==> src/asc_pkg.sv <==
package asc_pkg;

  localparam int IN_W          = 16;
  localparam int OUT_W         = 18;
  // sigma(n) < 8n for any n below 2^32, so three extra bits hold the full sum
  localparam int ACC_W         = IN_W + 3;
  localparam int NUM_WIDTH_DEF = 16;

  typedef enum logic [2:0] {
    L_IDLE,
    L_TEST,
    L_DIV,
    L_ACC,
    L_DONE
  } lane_state_t;

  typedef struct packed {
    logic [IN_W-1:0]  num;
    logic [ACC_W-1:0] sum;
  } lane_res_t;

endpackage

==> src/asc_lane.sv <==
module asc_lane import asc_pkg::*; #(
  parameter int W = NUM_WIDTH_DEF
) (
  input  logic         clk,
  input  logic         rst,
  input  logic         start,
  input  logic [W-1:0] n_in,
  output logic         idle,
  output logic         res_valid,
  input  logic         res_ready,
  output lane_res_t    res
);

  localparam int SW = W + 3;
  localparam int CW = $clog2(W);

  lane_state_t   state, state_next;
  logic [W-1:0]  n;
  logic [W-1:0]  d;
  logic [W:0]    sq;
  logic [SW-1:0] total;
  logic [W-1:0]  rem;
  logic [W-1:0]  q;
  logic [CW-1:0] cnt;

  logic [W:0]    trial;
  logic          borrow;

  // one restoring-division step per cycle: n / d
  assign trial  = {rem, q[W-1]} - {1'b0, d};
  assign borrow = trial[W];

  always_comb begin
    state_next = state;
    unique case (state)
      L_IDLE: if (start) state_next = L_TEST;
      L_TEST: state_next = (sq <= {1'b0, n}) ? L_DIV : L_DONE;
      L_DIV:  if (cnt == '0) state_next = L_ACC;
      L_ACC:  state_next = L_TEST;
      L_DONE: if (res_ready) state_next = L_IDLE;
      default: state_next = L_IDLE;
    endcase
  end

  always_comb begin
    idle      = 1'b0;
    res_valid = 1'b0;
    unique case (state)
      L_IDLE: idle = 1'b1;
      L_DONE: res_valid = 1'b1;
      default: ;
    endcase
  end

  assign res.num = IN_W'(n);
  assign res.sum = ACC_W'(total);

  always_ff @(posedge clk) begin
    if (rst) begin
      state <= L_IDLE;
    end else begin
      state <= state_next;
    end
  end

  always_ff @(posedge clk) begin
    unique case (state)
      L_IDLE: begin
        if (start) begin
          n     <= n_in;
          d     <= W'(1);
          sq    <= (W+1)'(1);
          total <= '0;
        end
      end
      L_TEST: begin
        rem <= '0;
        q   <= n;
        cnt <= CW'(W - 1);
        // loop over: turn sigma(n) into the aliquot sum
        if (sq > {1'b0, n}) total <= total - SW'(n);
      end
      L_DIV: begin
        if (borrow) begin
          rem <= {rem[W-2:0], q[W-1]};
          q   <= {q[W-2:0], 1'b0};
        end else begin
          rem <= trial[W-1:0];
          q   <= {q[W-2:0], 1'b1};
        end
        cnt <= cnt - CW'(1);
      end
      L_ACC: begin
        // divisor pair d, n/d; count a square root once
        if (rem == '0) begin
          total <= total + SW'(d) + ((q != d) ? SW'(q) : '0);
        end
        d  <= d + W'(1);
        sq <= sq + {d, 1'b1};
      end
      L_DONE: ;
      default: ;
    endcase
  end

  a_square_tracks: assert property (@(posedge clk) disable iff (rst)
    state == L_TEST |-> (2*W)'(sq) == (2*W)'(d) * (2*W)'(d))
    else $error("candidate square out of step with candidate");

  a_div_ends: assert property (@(posedge clk) disable iff (rst)
    state == L_DIV && cnt == '0 |=> state == L_ACC)
    else $error("division did not finish after W steps");

  a_rem_below: assert property (@(posedge clk) disable iff (rst)
    state == L_ACC |-> rem < d)
    else $error("remainder not below divisor");

  a_done_holds: assert property (@(posedge clk) disable iff (rst)
    state == L_DONE && !res_ready |=> state == L_DONE && $stable(total))
    else $error("lane result dropped before merge");

endmodule

==> src/asc_merge.sv <==
module asc_merge import asc_pkg::*; (
  input  logic             clk,
  input  logic             rst,
  input  logic             in_valid,
  output logic             in_ready,
  input  lane_res_t        a_res,
  input  lane_res_t        b_res,
  output logic             out_valid,
  input  logic             out_ready,
  output logic [OUT_W-1:0] first_sum,
  output logic [OUT_W-1:0] second_sum,
  output logic             first_perfect,
  output logic             first_abundant,
  output logic             pair_amicable,
  output logic             pair_friendly
);

  localparam int PW = ACC_W + IN_W;

  logic             s1_valid;
  logic [IN_W-1:0]  s1_a, s1_b;
  logic [ACC_W-1:0] s1_sa, s1_sb;
  logic [PW-1:0]    s1_p1, s1_p2;
  logic             s1_take;

  assign s1_take  = !out_valid || out_ready;
  assign in_ready = !s1_valid || s1_take;

  always_ff @(posedge clk) begin
    if (rst) begin
      s1_valid  <= 1'b0;
      out_valid <= 1'b0;
    end else begin
      if (in_ready) s1_valid <= in_valid;
      if (s1_take) out_valid <= s1_valid;
    end
  end

  // stage 1: cross products for the abundancy compare
  always_ff @(posedge clk) begin
    if (in_ready && in_valid) begin
      s1_a  <= a_res.num;
      s1_b  <= b_res.num;
      s1_sa <= a_res.sum;
      s1_sb <= b_res.sum;
      s1_p1 <= PW'(a_res.sum) * PW'(b_res.num);
      s1_p2 <= PW'(b_res.sum) * PW'(a_res.num);
    end
  end

  // stage 2: sums and flags into the output register
  always_ff @(posedge clk) begin
    if (s1_take && s1_valid) begin
      first_sum      <= s1_sa[OUT_W-1:0];
      second_sum     <= s1_sb[OUT_W-1:0];
      first_perfect  <= (s1_a != '0) && (s1_sa == ACC_W'(s1_a));
      first_abundant <= s1_sa > ACC_W'(s1_a);
      pair_amicable  <= (ACC_W'(s1_a) == s1_sb) && (ACC_W'(s1_b) == s1_sa);
      pair_friendly  <= (s1_a != '0) && (s1_b != '0) && (s1_p1 == s1_p2);
    end
  end

endmodule

==> src/aliquot_sum_classifier_core.sv <==
// Each lane walks divisor candidates up to sqrt(n); each candidate costs one
// iterative division of min(NUM_WIDTH, IN_W) steps plus a test and an accumulate state.
// Throughput: one request at a time through the lanes; a new request is taken
// while the previous result still waits in the output register.
// Reset (rst, synchronous): lanes return to idle, merge and output stages empty.
module aliquot_sum_classifier_core import asc_pkg::*; #(
  parameter int NUM_WIDTH = NUM_WIDTH_DEF
) (
  input  logic             clk,
  input  logic             rst,
  input  logic             in_valid,
  output logic             in_ready,
  input  logic [IN_W-1:0]  first_number,
  input  logic [IN_W-1:0]  second_number,
  output logic             out_valid,
  input  logic             out_ready,
  output logic [OUT_W-1:0] first_sum,
  output logic [OUT_W-1:0] second_sum,
  output logic             first_perfect,
  output logic             first_abundant,
  output logic             pair_amicable,
  output logic             pair_friendly
);

  localparam int EW = (NUM_WIDTH < IN_W) ? NUM_WIDTH : IN_W;

  logic      start;
  logic      a_idle, b_idle;
  logic      a_valid, b_valid;
  logic      m_valid, m_ready;
  lane_res_t a_res, b_res;

  assign in_ready = a_idle && b_idle;
  assign start    = in_valid && in_ready;
  assign m_valid  = a_valid && b_valid;

  asc_lane #(.W(EW)) u_lane_a (
    .clk       (clk),
    .rst       (rst),
    .start     (start),
    .n_in      (first_number[EW-1:0]),
    .idle      (a_idle),
    .res_valid (a_valid),
    .res_ready (m_valid && m_ready),
    .res       (a_res)
  );

  asc_lane #(.W(EW)) u_lane_b (
    .clk       (clk),
    .rst       (rst),
    .start     (start),
    .n_in      (second_number[EW-1:0]),
    .idle      (b_idle),
    .res_valid (b_valid),
    .res_ready (m_valid && m_ready),
    .res       (b_res)
  );

  asc_merge u_merge (
    .clk            (clk),
    .rst            (rst),
    .in_valid       (m_valid),
    .in_ready       (m_ready),
    .a_res          (a_res),
    .b_res          (b_res),
    .out_valid      (out_valid),
    .out_ready      (out_ready),
    .first_sum      (first_sum),
    .second_sum     (second_sum),
    .first_perfect  (first_perfect),
    .first_abundant (first_abundant),
    .pair_amicable  (pair_amicable),
    .pair_friendly  (pair_friendly)
  );

endmodule

==> config.mk <==
export PLATFORM = sky130hd
export DESIGN_NAME = aliquot_sum_classifier_core
export DESIGN_NICKNAME = d
export VERILOG_FILES = /design/src/asc_pkg.sv /design/src/asc_lane.sv /design/src/asc_merge.sv /design/src/aliquot_sum_classifier_core.sv
export SDC_FILE = /design/constraint.sdc
export NUM_CORES = 2
export LEC_CHECK = 0
export ABC_AREA = 0
export BUFFER_PORTS_ARGS = -buffer_cell sky130_fd_sc_hd__buf_2
export CAP_MARGIN = 20
export CORE_MARGIN = 1
export CORE_UTILIZATION = 50
export CTS_BUF_LIST = sky130_fd_sc_hd__clkbuf_4 sky130_fd_sc_hd__clkbuf_8
export DETAILED_ROUTE_END_ITERATION = 8
export PLACE_DENSITY = 0.71
export SLEW_MARGIN = 5
export SYNTH_ARGS = -nofsm -noshare
export SYNTH_HDL_FRONTEND = slang
export SYNTH_SLANG_ARGS = --single-unit
==> constraint.sdc <==
create_clock -name clk -period 7.85 [get_ports clk]
set_input_delay 0.3925 -clock clk [delete_from_list [all_inputs] [get_ports clk]]
set_output_delay 0.3925 -clock clk [all_outputs]
set_load 0.01 [all_outputs]
==> flow_summary.toml <==
[clock_network]
clkLatencyLatePin_ns = 0.70
cts_buffer_depth = 3
clock-sinks = 396
cts_buffers = 73
path_clk_slew_ns = 0.07
htree_num_levels = 3
cts_tree = "built"
root_buffer = "clkbuf_8"
cts_post_setup_buffers_inserted = 0

[floorplan]
die_x_um = 296
start_util = 0.506
rows = 107
ios = 78
die_h_um = 296
core-area_um2 = 85300
design.die.area_um2 = 87500

[global_route]
top_usage_layer = "met2"
grt_pass1_wl_um = 182000
antenna_found_initial = 7
met1_usage = 0.358
grt_pass1_vias = 32700
met2_usage = 0.429
grt_usage = 0.273
gr-usage-met3 = 0.0627
grt_overflow = 0
grt_max_degree = 76

[setup_path]
crit_cells = 19
required_ns = 8.23
cp-startpoint = "u_lane_a.total[9]$_DFFE_PP_"
startpoint_type = "flip-flop"
worst_setup_path_end_kind = "flip-flop"
crit_type = "reg2reg"
cp_common_cell = "fa_1"
critPathMaxFanout = 19
crit_chain = "nand2_1, fa_1, inv_1, fa_1, fa_1, fa_1, fa_1, inv_1, fa_1, inv_1, ha_1, nand3_1, nor3_1, o211ai_1, a31oi_1, o31ai_2, o21ai_1, a2111oi_0, or3_1"
cp-endpoint = "u_merge.s1_p1[32]$_DFFE_PP_"
arrival_ns = 7.44
slowest_delay_ns = 1.04
cp_top_family = "adder cells"
r2r_cells = 19
r2r_end = "u_merge.s1_p1[32]$_DFFE_PP_"
rrSetupSlack_ns = 0.78
cp_num_buf_inv = 3
reg2reg_from = "u_lane_a.total[9]$_DFFE_PP_"
cp_slowest_cell = "edfxtp_1"

[hold_path]
hold_class = "in2reg"

[sta]
fin_crit_ns = 7.07
drv_slew = 0
finalSetupViolCount = 0
fin_tns_setup_ns = 0
skew_ns = 0.0582
worstMarginPinSlew_ns = 1.10
fmax_mhz = 141
rsz0062_at_grt = "false"
hold_viol = 0
slew_headroom = 0.270
finalCritPeriodShare = 0.900
hold_slack_ns = 0.120

[place]
place.gp.congestion = 0.938
dp_hpwl_um = 90100
port_buffers = 77
dp_cells = 5440

[yosys]
ys_ff_latch = 396
seq_area_frac_synth = 0.274
yosysWarnings = 0
synth_simple_gate_area_frac = 0.157
ys.flop_type = "edfxtp_1"
synth_nets = 5266
synth-compound-area-share = 0.0915
synthAdderAreaFrac = 0.351
synth_top_family_by_area = "adder cells"
async_flop_share = 0
syn-instance-count = 4326
synth.mux.area_fraction = 0.00426
synth-edff-count = 388
yosysUniqueCellTypes = 87
avgSynthCellArea_um2 = 9.97
syn_area_um2 = 43100
synthXorXnorAreaFrac = 0.0552

[layout]
mostFrequentLayoutCells = "inv_1 (626), nand2_1 (513), fa_1 (512)"
fin_util = 0.545
layout.cells.non_filler = 5598
drive_gt1_frac = 0.0613
area_growth_pct = 7.71
fin_nets = 5345
final_common_cell = "inv_1"
n_fill_cell = 7441

[routing]
ant_nets = 0
dr.pass1.iters = 5
wirelength_um = 116000
via_per_inst = 5.67
remaining_drc_errors = 0
vias = 31800
wire_per_inst_um = 20.8
drtIter0Drc = 2244

[outcome]
status = "finished, final reports clean"

[job]
cap_viol_max_count = 0
==> state kept, by name, indices dropped and copies added, names as in the netlist, 16 cells and up <==
signal and cells:
u_lane_a.total 19, u_lane_b.q 16, u_lane_a.n 16, u_lane_b.n 16, u_merge.s1_a 16, u_lane_a.d 16, u_merge.first_sum 18, u_lane_b.d 16
u_merge.s1_b 16, u_lane_b.sq 17, u_merge.second_sum 18, u_merge.s1_p2 35, u_lane_a.rem 16, u_merge.s1_p1 35, u_lane_b.total 19, u_merge.s1_sb 19
u_merge.s1_sa 19, u_lane_a.sq 17, u_lane_b.rem 16, u_lane_a.q 16
==> routing by layer <==
| layer | vias up | wire [um] |
|---|---|---|
| li1 | 14600 | - |
| met1 | 15600 | 48100 |
| met2 | 1347 | 52000 |
| met3 | 252 | 10600 |
| met4 | 2 | 5590 |
| met5 | - | 8 |
==> cell families (layout without fill, tap and decap cells) <==
logic type,after synthesis,after routing
other,0,2
multiplexers,18,18
XOR/XNOR,272,272
buffers and inverters,770,896
flip-flops,396,396
AND/OR/NAND/NOR,1364,1364
adder cells (fa/ha/maj),904,904
AO/OA/AOI/OAI,602,602
==> area by class of cell <==
class | instances | area, um2 | share of cell area
multi-input cells | 3160 | 28500 | 0.612
clock buffers | 87 | 1120 | 0.0241
well taps | 1144 | 1430 | 0.0308
diodes | 2 | 5.00 | 0.000108
flip-flops and latches | 396 | 11800 | 0.254
inverters | 628 | 2360 | 0.0508
repair buffers | 146 | 991 | 0.0213
clock inverters | 35 | 294 | 0.00633
==> how the worst min path moves through the flow <==
stage / slack [ns] / cells after the start / end / start
floorplan: 0.42 / 0 / u_merge.first_sum[16]$_DFFE_PP_ / u_merge.s1_sa[16]$_DFFE_PP_
global placement: 0.43 / 0 / u_merge.second_sum[17]$_DFFE_PP_ / u_merge.s1_sb[17]$_DFFE_PP_
detailed placement: 0.44 / 0 / u_merge.second_sum[17]$_DFFE_PP_ / u_merge.s1_sb[17]$_DFFE_PP_
CTS: 0.07 / 4 / u_merge.out_valid$_SDFFE_PP0N_ / out_ready
global route: 0.11 / 4 / u_merge.out_valid$_SDFFE_PP0N_ / out_ready
finish: 0.12 / 4 / u_merge.out_valid$_SDFFE_PP0N_ / out_ready
==> cell usage after synthesis, drive strengths merged, types with 58 or more instances <==
| cell type | count | area share |
|---|---|---|
| a21oi | 153 | 0.018 |
| and2 | 295 | 0.043 |
| xnor2 | 131 | 0.027 |
| inv | 627 | 0.055 |
| nor2 | 187 | 0.016 |
| ha | 392 | 0.11 |
| xor2 | 141 | 0.029 |
| o21ai | 136 | 0.016 |
| fa | 512 | 0.24 |
| nand2 | 513 | 0.045 |
| edfxtp | 388 | 0.27 |
| a21o | 76 | 0.013 |
| nand3 | 58 | 0.0067 |
| clkbuf | 131 | 0.011 |
==> per-stage QoR <==
step / cell area (um2) / setup slack [ns]
floorplan: 43100 / 1.73
global placement: 44700 / 0.939
detailed placement: 44700 / 0.972
CTS: 46500 / 0.904
global route: 46500 / 0.499
finish: 46500 / 0.783
==> repair_timing <==
action | 4_1_cts | 5_1_grt
resized for setup | 0 | 0
hold endpoints to repair | 36 | 0
hold buffers | 33 | 0
==> tightest hold or removal path, cell delays in order <==
cell	delay [ns]
buf_2	0.08
nor2b_1	0.09
nor2_1	0.10
nor2_1	0.06
Power is not shown: default switching activity piles up to over one toggle a cycle in this logic, so the estimate is an artifact.
